<file path="src/rtl/core/mpuacl_pkg.sv">
// Package for the region table: sizes, scan token and write command types,
// FSM states and the bit-length helper. Depends on nothing.
`default_nettype none

package mpuacl_pkg;

    localparam int TABLE_ENTRIES = 16;
    localparam int DYN_REGIONS   = 3;
    localparam int IDX_W         = (TABLE_ENTRIES > 1) ? $clog2(TABLE_ENTRIES) : 1;
    localparam int OUT_IDX_W     = 4;
    localparam int SLOT_W        = 3;

    localparam logic [31:0] MIN_SIZE = 32'd32;
    localparam logic [5:0]  MIN_BITS = 6'd8;

    typedef enum logic [1:0] {
        ST_OK      = 2'd0,
        ST_BAD_ARG = 2'd1,
        ST_FULL    = 2'd2,
        ST_DENIED  = 2'd3
    } status_t;

    typedef enum logic [1:0] {
        FSM_IDLE = 2'd0,
        FSM_PREP = 2'd1,
        FSM_SCAN = 2'd2,
        FSM_DONE = 2'd3
    } fsm_t;

    typedef enum logic {
        FUNC_SET   = 1'b0,
        FUNC_FAULT = 1'b1
    } func_t;

    // Token that walks the cell chain, one cell per cycle.
    typedef struct packed {
        logic             vld;
        func_t            func;
        logic [31:0]      base;
        logic [31:0]      addr;
        logic             hit;
        logic [IDX_W-1:0] hit_idx;
        logic [31:0]      hit_base;
        logic [31:0]      hit_attr;
        logic             free_found;
        logic [IDX_W-1:0] free_idx;
    } scan_tok_t;

    // Write command broadcast to all cells.
    typedef struct packed {
        logic             en;
        logic             clear;
        logic [IDX_W-1:0] idx;
        logic [31:0]      base;
        logic [31:0]      attr;
        logic [7:0]       prio;
    } cell_wr_t;

    function automatic logic [5:0] bit_len(input logic [31:0] v);
        logic [5:0] n;
        n = 6'd0;
        for (int i = 0; i < 32; i++) begin
            if (v[i]) begin
                n = 6'(i + 1);
            end
        end
        return n;
    endfunction

endpackage : mpuacl_pkg

`default_nettype wire

</file>
<file path="src/rtl/core/mpu_acl_region_table.sv">
// Top level of the region table: control FSM, attribute prep, cell chain and
// result register. Depends on mpuacl_pkg and mpuacl_cell.
`default_nettype none

// Channel | Dir | tdata fields (low bit up)                               | tuser
// s_      | in  | region_base 32, region_size 32, region_priority 8,      | func
//         |     | attr_flags 32, fault_address 32 (136 bits)              |
// m_      | out | status 2, entry_index 4, dyn_slot 3, base_word 32,      | -
//         |     | attr_word 32 (73 bits, padded to 80)                    |
//
// Steps: each beat passes accept, attribute prep, the scan as the token walks
// the cell chain, and a decide/write step.
// Reset: aresetn low clears all entry valid bits, the dynamic slot counter,
// the FSM and the output valid. No clearing pass.
// Stalls: a finished result waits in the output register; the next beat is
// accepted meanwhile and holds in the decide cycle until the register frees.
module mpu_acl_region_table (
    input  wire logic         aclk,
    input  wire logic         aresetn,

    input  wire logic         s_tvalid,
    output logic              s_tready,
    // [31:0] region_base, [63:32] region_size, [71:64] region_priority,
    // [103:72] attr_flags, [135:104] fault_address
    input  wire logic [135:0] s_tdata,
    // [0] func
    input  wire logic         s_tuser,

    output logic              m_tvalid,
    input  wire logic         m_tready,
    // [1:0] status, [5:2] entry_index, [8:6] dyn_slot, [40:9] base_word,
    // [72:41] attr_word, [79:73] zero
    output logic [79:0]       m_tdata
);
    import mpuacl_pkg::*;

    fsm_t state_reg, state_next;

    // captured beat
    func_t       func_reg;
    logic [31:0] base_in_reg;
    logic [31:0] size_in_reg;
    logic [7:0]  prio_in_reg;
    logic [31:0] flags_in_reg;
    logic [31:0] addr_in_reg;

    // prep results
    logic        align_fail_reg;
    logic [31:0] attr_new_reg;

    scan_tok_t   res_tok_reg;
    logic [SLOT_W-1:0] dyn_cnt_reg, dyn_cnt_next;

    logic        m_valid_reg;
    logic [79:0] m_data_reg;

    scan_tok_t   tok [TABLE_ENTRIES+1];
    scan_tok_t   head_tok;
    cell_wr_t    wr;

    logic        in_beat;
    logic        out_free;
    logic        load_out;
    logic [72:0] res_pack;

    // prep datapath
    logic [31:0] sz_clamped;
    logic [5:0]  bl;
    logic [4:0]  lg;
    logic [4:0]  lg_m1;
    logic [31:0] align_mask;
    logic [3:0]  cnt_inc;

    assign in_beat  = s_tvalid && s_tready;
    assign s_tready = (state_reg == FSM_IDLE);
    assign out_free = !m_valid_reg || m_tready;
    assign load_out = (state_reg == FSM_DONE) && out_free;

    always_ff @(posedge aclk) begin
        if (!aresetn) begin
            state_reg <= FSM_IDLE;
        end else begin
            state_reg <= state_next;
        end
    end

    always_comb begin
        state_next = state_reg;
        case (state_reg)
            FSM_IDLE: begin
                if (in_beat) begin
                    state_next = FSM_PREP;
                end
            end
            FSM_PREP: begin
                state_next = FSM_SCAN;
            end
            FSM_SCAN: begin
                if (tok[TABLE_ENTRIES].vld) begin
                    state_next = FSM_DONE;
                end
            end
            FSM_DONE: begin
                if (out_free) begin
                    state_next = FSM_IDLE;
                end
            end
            default: begin
                state_next = FSM_IDLE;
            end
        endcase
    end

    always_ff @(posedge aclk) begin
        if (in_beat) begin
            func_reg     <= func_t'(s_tuser);
            base_in_reg  <= s_tdata[31:0];
            size_in_reg  <= s_tdata[63:32];
            prio_in_reg  <= s_tdata[71:64];
            flags_in_reg <= s_tdata[103:72];
            addr_in_reg  <= s_tdata[135:104];
        end
    end

    // size class: clamp to 32 bytes, bit length at least 8, less one
    always_comb begin
        sz_clamped = (size_in_reg < MIN_SIZE) ? MIN_SIZE : size_in_reg;
        bl         = bit_len(sz_clamped);
        if (bl < MIN_BITS) begin
            bl = MIN_BITS;
        end
        lg         = 5'(bl - 6'd1);
        lg_m1      = lg - 5'd1;
        align_mask = (32'd1 << lg) - 32'd1;
    end

    always_ff @(posedge aclk) begin
        if (state_reg == FSM_PREP) begin
            align_fail_reg <= (base_in_reg & align_mask) != 32'd0;
            attr_new_reg   <= 32'd1 | {26'd0, lg_m1, 1'b0} | flags_in_reg;
        end
    end

    // token injected at the head of the chain during prep
    always_comb begin
        head_tok            = '0;
        head_tok.vld        = (state_reg == FSM_PREP);
        head_tok.func       = func_reg;
        head_tok.base       = base_in_reg;
        head_tok.addr       = addr_in_reg;
    end

    assign tok[0] = head_tok;

    for (genvar i = 0; i < TABLE_ENTRIES; i++) begin : g_cell
        mpuacl_cell u_cell (
            .aclk     (aclk),
            .aresetn  (aresetn),
            .cell_idx (IDX_W'(i)),
            .tok_in   (tok[i]),
            .tok_out  (tok[i+1]),
            .wr       (wr)
        );
    end

    always_ff @(posedge aclk) begin
        if ((state_reg == FSM_SCAN) && tok[TABLE_ENTRIES].vld) begin
            res_tok_reg <= tok[TABLE_ENTRIES];
        end
    end

    // decide: table write and result word
    always_comb begin
        logic [IDX_W+3:0] idx_ext;
        status_t          st;
        logic [OUT_IDX_W-1:0] oidx;
        logic [SLOT_W-1:0]    slot;
        logic [31:0]          bw;
        logic [31:0]          aw;

        wr           = '0;
        wr.base      = base_in_reg;
        wr.attr      = attr_new_reg;
        wr.prio      = prio_in_reg;
        dyn_cnt_next = dyn_cnt_reg;
        cnt_inc      = {1'b0, dyn_cnt_reg} + 4'd1;
        idx_ext      = '0;
        st           = ST_OK;
        slot         = '0;
        bw           = 32'd0;
        aw           = 32'd0;

        if (res_tok_reg.func == FUNC_SET) begin
            if (align_fail_reg) begin
                st = ST_BAD_ARG;
            end else if (res_tok_reg.hit) begin
                idx_ext = {4'd0, res_tok_reg.hit_idx};
                wr.idx  = res_tok_reg.hit_idx;
                wr.en   = load_out;
                if (size_in_reg == 32'd0) begin
                    wr.clear = 1'b1;
                end else begin
                    bw = base_in_reg;
                    aw = attr_new_reg;
                end
            end else if (res_tok_reg.free_found) begin
                idx_ext = {4'd0, res_tok_reg.free_idx};
                wr.idx  = res_tok_reg.free_idx;
                wr.en   = load_out;
                bw      = base_in_reg;
                aw      = attr_new_reg;
            end else begin
                st = ST_FULL;
            end
        end else begin
            if (res_tok_reg.hit) begin
                if (cnt_inc >= 4'(DYN_REGIONS)) begin
                    slot = '0;
                end else begin
                    slot = cnt_inc[SLOT_W-1:0];
                end
                if (load_out) begin
                    dyn_cnt_next = slot;
                end
                idx_ext = {4'd0, res_tok_reg.hit_idx};
                bw      = res_tok_reg.hit_base;
                aw      = res_tok_reg.hit_attr;
            end else begin
                st = ST_DENIED;
            end
        end
        oidx     = idx_ext[OUT_IDX_W-1:0];
        res_pack = {aw, bw, slot, oidx, st};
    end

    always_ff @(posedge aclk) begin
        if (!aresetn) begin
            dyn_cnt_reg <= '0;
        end else begin
            dyn_cnt_reg <= dyn_cnt_next;
        end
    end

    // output register
    always_ff @(posedge aclk) begin
        if (!aresetn) begin
            m_valid_reg <= 1'b0;
        end else if (load_out) begin
            m_valid_reg <= 1'b1;
        end else if (m_tready) begin
            m_valid_reg <= 1'b0;
        end
    end

    always_ff @(posedge aclk) begin
        if (load_out) begin
            m_data_reg <= {7'd0, res_pack};
        end
    end

    assign m_tvalid = m_valid_reg;
    assign m_tdata  = m_data_reg;

    // checks
    a_dyn_range: assert property (@(posedge aclk) disable iff (!aresetn)
        {1'b0, dyn_cnt_reg} < 4'(DYN_REGIONS) || dyn_cnt_reg == '0)
        else $error("dynamic slot counter out of range");

    a_tail_in_scan: assert property (@(posedge aclk) disable iff (!aresetn)
        tok[TABLE_ENTRIES].vld |-> state_reg == FSM_SCAN)
        else $error("scan token left the chain outside the scan");

    a_accept_prep: assert property (@(posedge aclk) disable iff (!aresetn)
        in_beat |=> state_reg == FSM_PREP)
        else $error("accepted beat did not start prep");

    a_write_once: assert property (@(posedge aclk) disable iff (!aresetn)
        wr.en |-> load_out && res_tok_reg.func == FUNC_SET)
        else $error("table write outside a set decision");

endmodule : mpu_acl_region_table

`default_nettype wire

</file>
<file path="src/rtl/core/mpuacl_cell.sv">
// One table entry cell: holds an entry, checks the passing scan token and
// hands it on. Depends on mpuacl_pkg.
`default_nettype none

module mpuacl_cell (
    input  wire logic                         aclk,
    input  wire logic                         aresetn,
    input  wire logic [mpuacl_pkg::IDX_W-1:0] cell_idx,
    input  wire mpuacl_pkg::scan_tok_t        tok_in,
    output mpuacl_pkg::scan_tok_t             tok_out,
    input  wire mpuacl_pkg::cell_wr_t         wr
);
    import mpuacl_pkg::*;

    logic        valid_reg;
    logic [31:0] base_reg;
    logic [5:0]  size_log_reg;
    logic [31:0] attr_reg;
    logic [7:0]  prio_reg;

    scan_tok_t   tok_reg;
    scan_tok_t   tok_next;
    logic [31:0] mask;
    logic        match;

    // size log of 32 gives an empty mask: matches every address if the base is 0
    assign mask = size_log_reg[5] ? 32'd0 : (32'hFFFF_FFFF << size_log_reg[4:0]);

    always_comb begin
        tok_next = tok_in;
        if (tok_in.func == FUNC_FAULT) begin
            match = valid_reg && ((tok_in.addr & mask) == base_reg);
        end else begin
            match = valid_reg && (tok_in.base == base_reg);
        end
        if (!tok_in.hit && match) begin
            tok_next.hit      = 1'b1;
            tok_next.hit_idx  = cell_idx;
            tok_next.hit_base = base_reg;
            tok_next.hit_attr = attr_reg;
        end
        if (!tok_in.free_found && !valid_reg) begin
            tok_next.free_found = 1'b1;
            tok_next.free_idx   = cell_idx;
        end
    end

    always_ff @(posedge aclk) begin
        if (!aresetn) begin
            tok_reg.vld <= 1'b0;
        end else begin
            tok_reg <= tok_next;
        end
    end

    assign tok_out = tok_reg;

    always_ff @(posedge aclk) begin
        if (!aresetn) begin
            valid_reg <= 1'b0;
        end else if (wr.en && (wr.idx == cell_idx)) begin
            valid_reg <= !wr.clear;
        end
    end

    always_ff @(posedge aclk) begin
        if (wr.en && (wr.idx == cell_idx)) begin
            if (wr.clear) begin
                base_reg     <= 32'd0;
                size_log_reg <= 6'd0;
                attr_reg     <= 32'd0;
                prio_reg     <= 8'd0;
            end else begin
                base_reg     <= wr.base;
                size_log_reg <= {1'b0, wr.attr[5:1]} + 6'd1;
                attr_reg     <= wr.attr;
                prio_reg     <= wr.prio;
            end
        end
    end

endmodule : mpuacl_cell

`default_nettype wire

</file>
<file path="config.mk">
export PLATFORM = sky130hd
export DESIGN_NAME = mpu_acl_region_table
export DESIGN_NICKNAME = d
export VERILOG_FILES = /design/src/rtl/core/mpuacl_pkg.sv /design/src/rtl/core/mpu_acl_region_table.sv /design/src/rtl/core/mpuacl_cell.sv
export SDC_FILE = /design/constraint.sdc
export NUM_CORES = 2
export LEC_CHECK = 0
export BUFFER_PORTS_ARGS = -buffer_cell sky130_fd_sc_hd__buf_2
export CORE_MARGIN = 4
export CORE_UTILIZATION = 50
export DETAILED_ROUTE_END_ITERATION = 6
export PLACE_DENSITY_LB_ADDON = 0.05
export SYNTH_ARGS = -nofsm -noshare
export SYNTH_HDL_FRONTEND = slang
export SYNTH_SLANG_ARGS = --single-unit
export TNS_END_PERCENT = 50
</file>
<file path="constraint.sdc">
create_clock -name aclk -period 19.4 [get_ports aclk]
set_input_delay 2.91 -clock aclk [delete_from_list [all_inputs] [get_ports aclk]]
set_output_delay 2.91 -clock aclk [all_outputs]
set_load 0.05 [all_outputs]
</file>
Word-level counts from Yosys, hierarchy flattened
Cells that the tools add are included.
{"block": "word_totals", "register_bits": 3628, "wordCells": 597, "input_bits": 141, "output_inout_bits": 82}
{"block": "op_classes", "n_lt_le_gt_ge": 3, "n_eq_ne": 53, "reduce_logical": 137, "n_bitwise": 18, "n_shift": 17, "mux": 123, "n_addsub": 5}
{"cell": "$eq 32x32->1", "count": 32}
{"cell": "$mux 32", "count": 31}
{"cell": "$mux 64", "count": 15}
{"cell": "$and 32x32->32", "count": 17}
{"cell": "$shl 32x5->32 const A", "count": 16}
{"cell": "$mux 6", "count": 34}
{"cell": "$logic_and 1x1->1", "count": 81}
{"cell": "$mux 69", "count": 1}
{"cell": "$logic_not 1->1", "count": 47}
{"cell": "$eq 4x4->1 const B", "count": 8}
{"cell": "$logic_not 32->1", "count": 1}
{"cell": "$lt 32x6->1 const B", "count": 1}
{"cell": "$or 6x32->32", "count": 1}
{"cell": "$reduce_bool 32->1", "count": 1}
{"cell": "$shl 1x5->32 const A", "count": 1}
{"cell": "$sub 32x1->32 const B", "count": 1}
{"cell": "$mux 4", "count": 7}
{"cell": "$mux 1", "count": 23}
{"cell": "$eq 4x3->1 const B", "count": 4}
{"cell": "$mux 2", "count": 8}
{"cell": "$mux 5", "count": 2}
{"cell": "$sub 5x1->5 const B", "count": 2}
{"cell": "$eq 4x2->1 const B", "count": 2}
{"cell": "$pmux 2 s4", "count": 1}
{"cell": "other kinds (16)", "count": 19}

Longest topological paths before layout
{"block": "depth", "depth_word": 41, "depth_mapped": 29}

Hierarchy
A second synthesis with hierarchy kept.
{"block": "hier_totals", "cells_unflattened": 9648, "area_unflattened_um2": 154709.6}
{"mod": "mpuacl_cell (g_cell[0].u_cell ...)", "n_inst": 15, "cells_each": 555, "seq_area_each_um2": 6316.1, "area_per_inst_um2": 8889.8}
{"mod": "mpu_acl_region_table", "n_inst": 1, "cells_each": 776, "seq_area_each_um2": 9609.2, "area_per_inst_um2": 12473.2}
{"mod": "mpuacl_cell (g_cell[9].u_cell)", "n_inst": 1, "cells_each": 547, "seq_area_each_um2": 6316.1, "area_per_inst_um2": 8889.8}

Least setup slack after synthesis
Ideal clock, no wire load.
{"block": "synth_timing", "path_kind": "input port to flip-flop", "from": "input port m_tready", "to": "register g_cell[12].u_cell.valid_reg", "t_arrival_ns": 10.523, "path_buffers": 0, "setup_time_ns": 0.287, "path_stages": 5, "slack_ns": 8.590, "cell_sequence": "nor2b_1 > nor2b_1 > nand4_1 > nor2_1 > a311oi_1"}
{"block": "synth_via", "elab_chain_len": 7}
{"item": "from (decl)", "line": "mpu_acl_region_table.sv:30", "rtl": "input wire logic m_tready,"}
{"item": "$logic_or 1x1->1 *", "line": "mpu_acl_region_table.sv:76", "rtl": "assign out_free = !m_valid_reg || m_tready;"}
{"item": "$logic_and 1x1->1 *", "line": "mpu_acl_region_table.sv:77", "rtl": "assign load_out = (state_reg == FSM_DONE) && out_free;"}
{"item": "net load_out", "line": "mpu_acl_region_table.sv:63", "rtl": "logic load_out;"}
{"item": "$mux 1", "line": "mpu_acl_region_table.sv:206", "rtl": "end else if (res_tok_reg.free_found) begin"}
{"item": "$mux 1 *", "line": "mpu_acl_region_table.sv:196", "rtl": "end else if (res_tok_reg.hit) begin"}
{"item": "$mux 6 *", "line": "mpu_acl_region_table.sv:194", "rtl": "if (align_fail_reg) begin"}
{"item": "$mux 6 *", "line": "mpu_acl_region_table.sv:193", "rtl": "if (res_tok_reg.func == FUNC_SET) begin"}
{"item": "$logic_and 1x1->1 *", "line": "mpuacl_cell.sv:61", "rtl": "end else if (wr.en && (wr.idx == cell_idx)) begin"}
{"item": "to (signal assigned)", "line": "mpuacl_cell.sv:62", "rtl": "valid_reg <= !wr.clear;"}
{"item": "to (decl)", "line": "mpuacl_cell.sv:15", "rtl": "logic valid_reg;"}
The timed path passes the listed nets; every way through them passes the cells marked *.
A chain may end at the register's enable or synchronous reset.

Worst setup path after layout
{"block": "layout_timing", "from": "register size_in_reg[27]", "to": "register align_fail_reg (data pin)"}
{"block": "layout_via", "elab_chain_len": 41}
{"item": "from (decl)", "line": "mpu_acl_region_table.sv:42", "rtl": "logic [31:0] size_in_reg;"}
{"item": "from (signal assigned)", "line": "mpu_acl_region_table.sv:118", "rtl": "size_in_reg <= s_tdata[63:32];"}
{"item": "$lt 32x6->1", "line": "mpu_acl_region_table.sv:127", "rtl": "sz_clamped = (size_in_reg < MIN_SIZE) ? MIN_SIZE : size_in_reg;"}
{"item": "$mux 32 *", "line": "mpu_acl_region_table.sv:127"}
{"item": "$mux 1", "line": "mpuacl_pkg.sv:63", "rtl": "if (v[i]) begin"}
{"item": "$mux 6 (30 in a row)", "line": "mpuacl_pkg.sv:63"}
{"item": "$mux 6 *", "line": "mpuacl_pkg.sv:63"}
{"item": "$lt 6x4->1", "line": "mpu_acl_region_table.sv:129", "rtl": "if (bl < MIN_BITS) begin"}
{"item": "$mux 5 *", "line": "mpu_acl_region_table.sv:129"}
{"item": "$sub 5x1->5 *", "line": "mpu_acl_region_table.sv:132", "rtl": "lg = 5'(bl - 6'd1);"}
{"item": "$shl 1x5->32 *", "line": "mpu_acl_region_table.sv:134", "rtl": "align_mask = (32'd1 << lg) - 32'd1;"}
{"item": "$sub 32x1->32 *", "line": "mpu_acl_region_table.sv:134"}
{"item": "$and 32x32->32 *", "line": "mpu_acl_region_table.sv:139", "rtl": "align_fail_reg <= (base_in_reg & align_mask) != 32'd0;"}
{"item": "$reduce_bool 32->1 *", "line": "mpu_acl_region_table.sv:139"}
{"item": "to (signal assigned)", "line": "mpu_acl_region_table.sv:139"}
{"item": "to (decl)", "line": "mpu_acl_region_table.sv:48", "rtl": "logic align_fail_reg;"}
Every way passes the cells marked *; elsewhere a longest branch is shown, timed or not.

==> results.md <==
* CTS tree: done
* Top cells by count, synth: edfxtp_1 (3558), mux2_2 (962), a32oi_1 (427), xnor2_1 (355), clkbuf_1 (252)
* Worst-Skew Late Latency at 0.95 ns
* Fin nets at a little over 8000
* Initial DRC Count at roughly 9000
* Worst Skew at 0.07329 ns
* Final hold violation count at 0
* Largest net degree at the start of global routing at approximately 180
* CTS root buf: clkbuf_16
* Hold path depth at 0
* Die width at between 500 and 600 um
* Post-CTS setup buffers at 0
* DRT Pass-1 Iters at 6
* Crit end category: flop
* Total grt overflow at 0
* Clock Pin Slew Worst Setup and Hold Paths at approximately 0.060 ns
* Post_cts resized at 0
* Critical path's top delay family: simple AND/OR/NAND/NOR gates
* WP data required at around 20 ns
* Synth Warn # at 0
* Min-delay src: g_cell[15].u_cell.tok_out[48]
* Max stage delay on crit path at roughly 0.59 ns
* CP Buf/Inv Count at 2
* CP arrival at around 8.6 ns
* FF+latch area at roughly 110000 um^2
* Switching share of power at about a quarter
* Placer Congestion at around 0.96
* Most numerous cell in the Yosys netlist: edfxtp_1
* Synth cell types at 85
* Final Total Pwr at 17.79 mW
* Post-synth EDFFs at approximately 3600
* Crit start category: flop
* Hold Buf Count CTS at 0
* Synth area leaders: edfxtp_1 (77%), mux2_2 (7.9%), a32oi_1 (2.7%)
* LEAKAGE at around 51 nW
* Area leader, netlist: edfxtp_1
* Total internal power at roughly 13 mW
* Worst hold endpoint: res_tok_reg[48]
* Max-slew violations at 0
* Port Buffers at about 210
* Area of the multi-input gates at 29160 um^2
* Mapped cell area at 138000 um^2
* Core footprint at 274100 um^2
* Register area share after synthesis at ~80%
* Slew @ Worst Pin at ~1.4 ns
* DP Wirelength at approximately 270 mm
* H-tree depth at 5
* HP Class: flop to flop
* Row Count at around 190
* CTS Buf Count at between 300 and 400
* Max FFs per register at about 2100
* Net Switching at 4.311 mW
* Top_reg_cell synth: edfxtp_1
* Ys async rst share at 0%
* Total GRT Usage at 27.46%
* Die height at approximately 530 um
* Cells after Synth at between 7000 and 8000
* Total die area at 284400 um^2
* Detailed Route WL at just under 400 mm
* Starting Density at 50.33%
* RSZ-0062 raised after global routing: false
* Worst Reg2Reg Path Length in Cells at 29
* Setup_tns at 0 ns
* Number of remaining DRC errors at 0
* Combinational Power Share at under 10%
* Clk network pwr share at about two fifths
* Avg Cell Area, Syn at 18.22 um^2
* Status: finished, final reports clean
* Initial antenna violation count at between 50 and 60
* Drt via density at around 6
* Filler cells at approximately 21000
* Pwr dens at about 110 nW/um^2
* Kind of critical path: flop to flop
* IO Pins at 223
* R2r setup slk at 11.39 ns
* Reg2Reg Launch Point: size_in_reg[27]
* First-pass GRT wire length at around 550 mm
* Worst Hold Margin at 0.3882 ns
* Reg-to-reg endpoint: align_fail_reg
* Fin crit period at roughly 8 ns
* Setup violators final at 0
* Worst slew margin at about 8%
* VDD IR-drop max at 0.00008026 V
* Share of cells above drive strength 1 at around a quarter
* Clock sinks at ~3600
* Vias post-DR at 72510
* Antenna Nets Post-Route at 0
* Worst-path fanout max at 23
* Synthesis-stage register bit count at roughly 3600
* Max Clock Freq at 124.9 MHz
* Reg power frac at between 50 and 60%
* Synth top area share at 77.44%
* Clock Path Buffers at 4
* WL/cell at approximately 33 um
* Vias in the first global route at ~70000
* Max-cap violation count at 0
* Layout area overhead at 13.17%
* CP max-delay cell: nor4_1
* Fin crit share at around 41%
-- worst max-delay path by stage --
stage,cells past startpoint,startpoint,slack [ns],end
final,29,size_in_reg[27],11.39,align_fail_reg
after global routing,27,size_in_reg[27],10.69,align_fail_reg
after CTS,29,size_in_reg[27],11.30,align_fail_reg
after detailed placement,29,size_in_reg[27],11.38,align_fail_reg
after global placement,29,size_in_reg[27],11.25,align_fail_reg
after floorplan,5,m_tready,8.59,g_cell[12].u_cell.valid_reg
-- cells in the final DEF (no fill, tap or decap), types with 60 or more instances in the layout --
cell	instances
edfxtp_1	3558
mux2_2	962
a32oi_1	427
clkbuf_16	375
xnor2_1	355
nand2_1	241
buf_4	210
buf_2	205
nor2_1	175
and2_1	159
xor2_1	154
o21ai_0	129
nand3_1	99
nor4_1	92
clkinv_1	88
a22oi_1	83
or2_2	82
nand4_1	78
clkbuf_1	77
clkinv_2	73
a22o_1	64
nor3_1	60
-- power by group through the flow --
stage	logic [mW]	clock network, mW	registers [mW]
2_1_floorplan	0.616	0	9.48
3_3_place_gp	1.43	0	9.57
3_5_place_dp	1.44	0	9.58
4_1_cts	1.45	7.07	9.42
5_1_grt	1.53	7.38	9.44
6_report	1.44	6.93	9.42
-- worst register-to-register path, delay by kind of cell (launching register included) --
family / cells / cell delay, ns
AND/OR/NAND/NOR: 14 / 4.05
AO/OA/AOI/OAI: 11 / 2.12
adder cells (fa/ha/maj): 2 / 0.64
buffers and inverters: 2 / 0.46
flip-flops: 1 / 0.42
-- final cells by class --
class / count / area share, %
flip-flops and latches: 3596 / 68.91
multi-input cells: 3595 / 18.68
clock buffers: 462 / 6.283
well taps: 3686 / 2.954
repair buffers: 419 / 1.718
clock inverters: 219 / 1.269
inverters: 55 / 0.1322
diodes: 33 / 0.05289
-- per-layer routing --
layer | part of all wire (%) | GRT usage [%]
met1 | 40 | 37.93
met2 | 48 | 44.14
met3 | 7.3 | 3.982
met4 | 4.6 | 11.40
met5 | 0.012 | 0
-- per-stage QoR --
stage | instance area (um^2) | utilization (%) | cells | worst slack (ns)
2_1_floorplan | 138000 | - | 7578 | 8.590
3_3_place_gp | 144300 | 52.63 | 11350 | 11.25
3_5_place_dp | 144300 | 52.63 | 11350 | 11.38
4_1_cts | 156100 | 56.93 | 12030 | 11.30
5_1_grt | 156100 | 56.94 | 12040 | 10.69
6_report | 156100 | 56.96 | 12070 | 11.39
-- logic make-up after synthesis --
logic type / count (synthesis) / share of synthesized area [%]
muxes: 965 / 7.873
adders and majority gates: 14 / 0.1270
buffers and inverters: 387 / 1.137
AOI/OAI and AO/OA: 903 / 5.067
DFF: 3596 / 77.99
xor gates and xnor gates: 509 / 3.231
and+or+nand+nor: 1196 / 4.571
other: 1 / 0.002718
No activity file was read; power rests on OpenSTA's default activity.
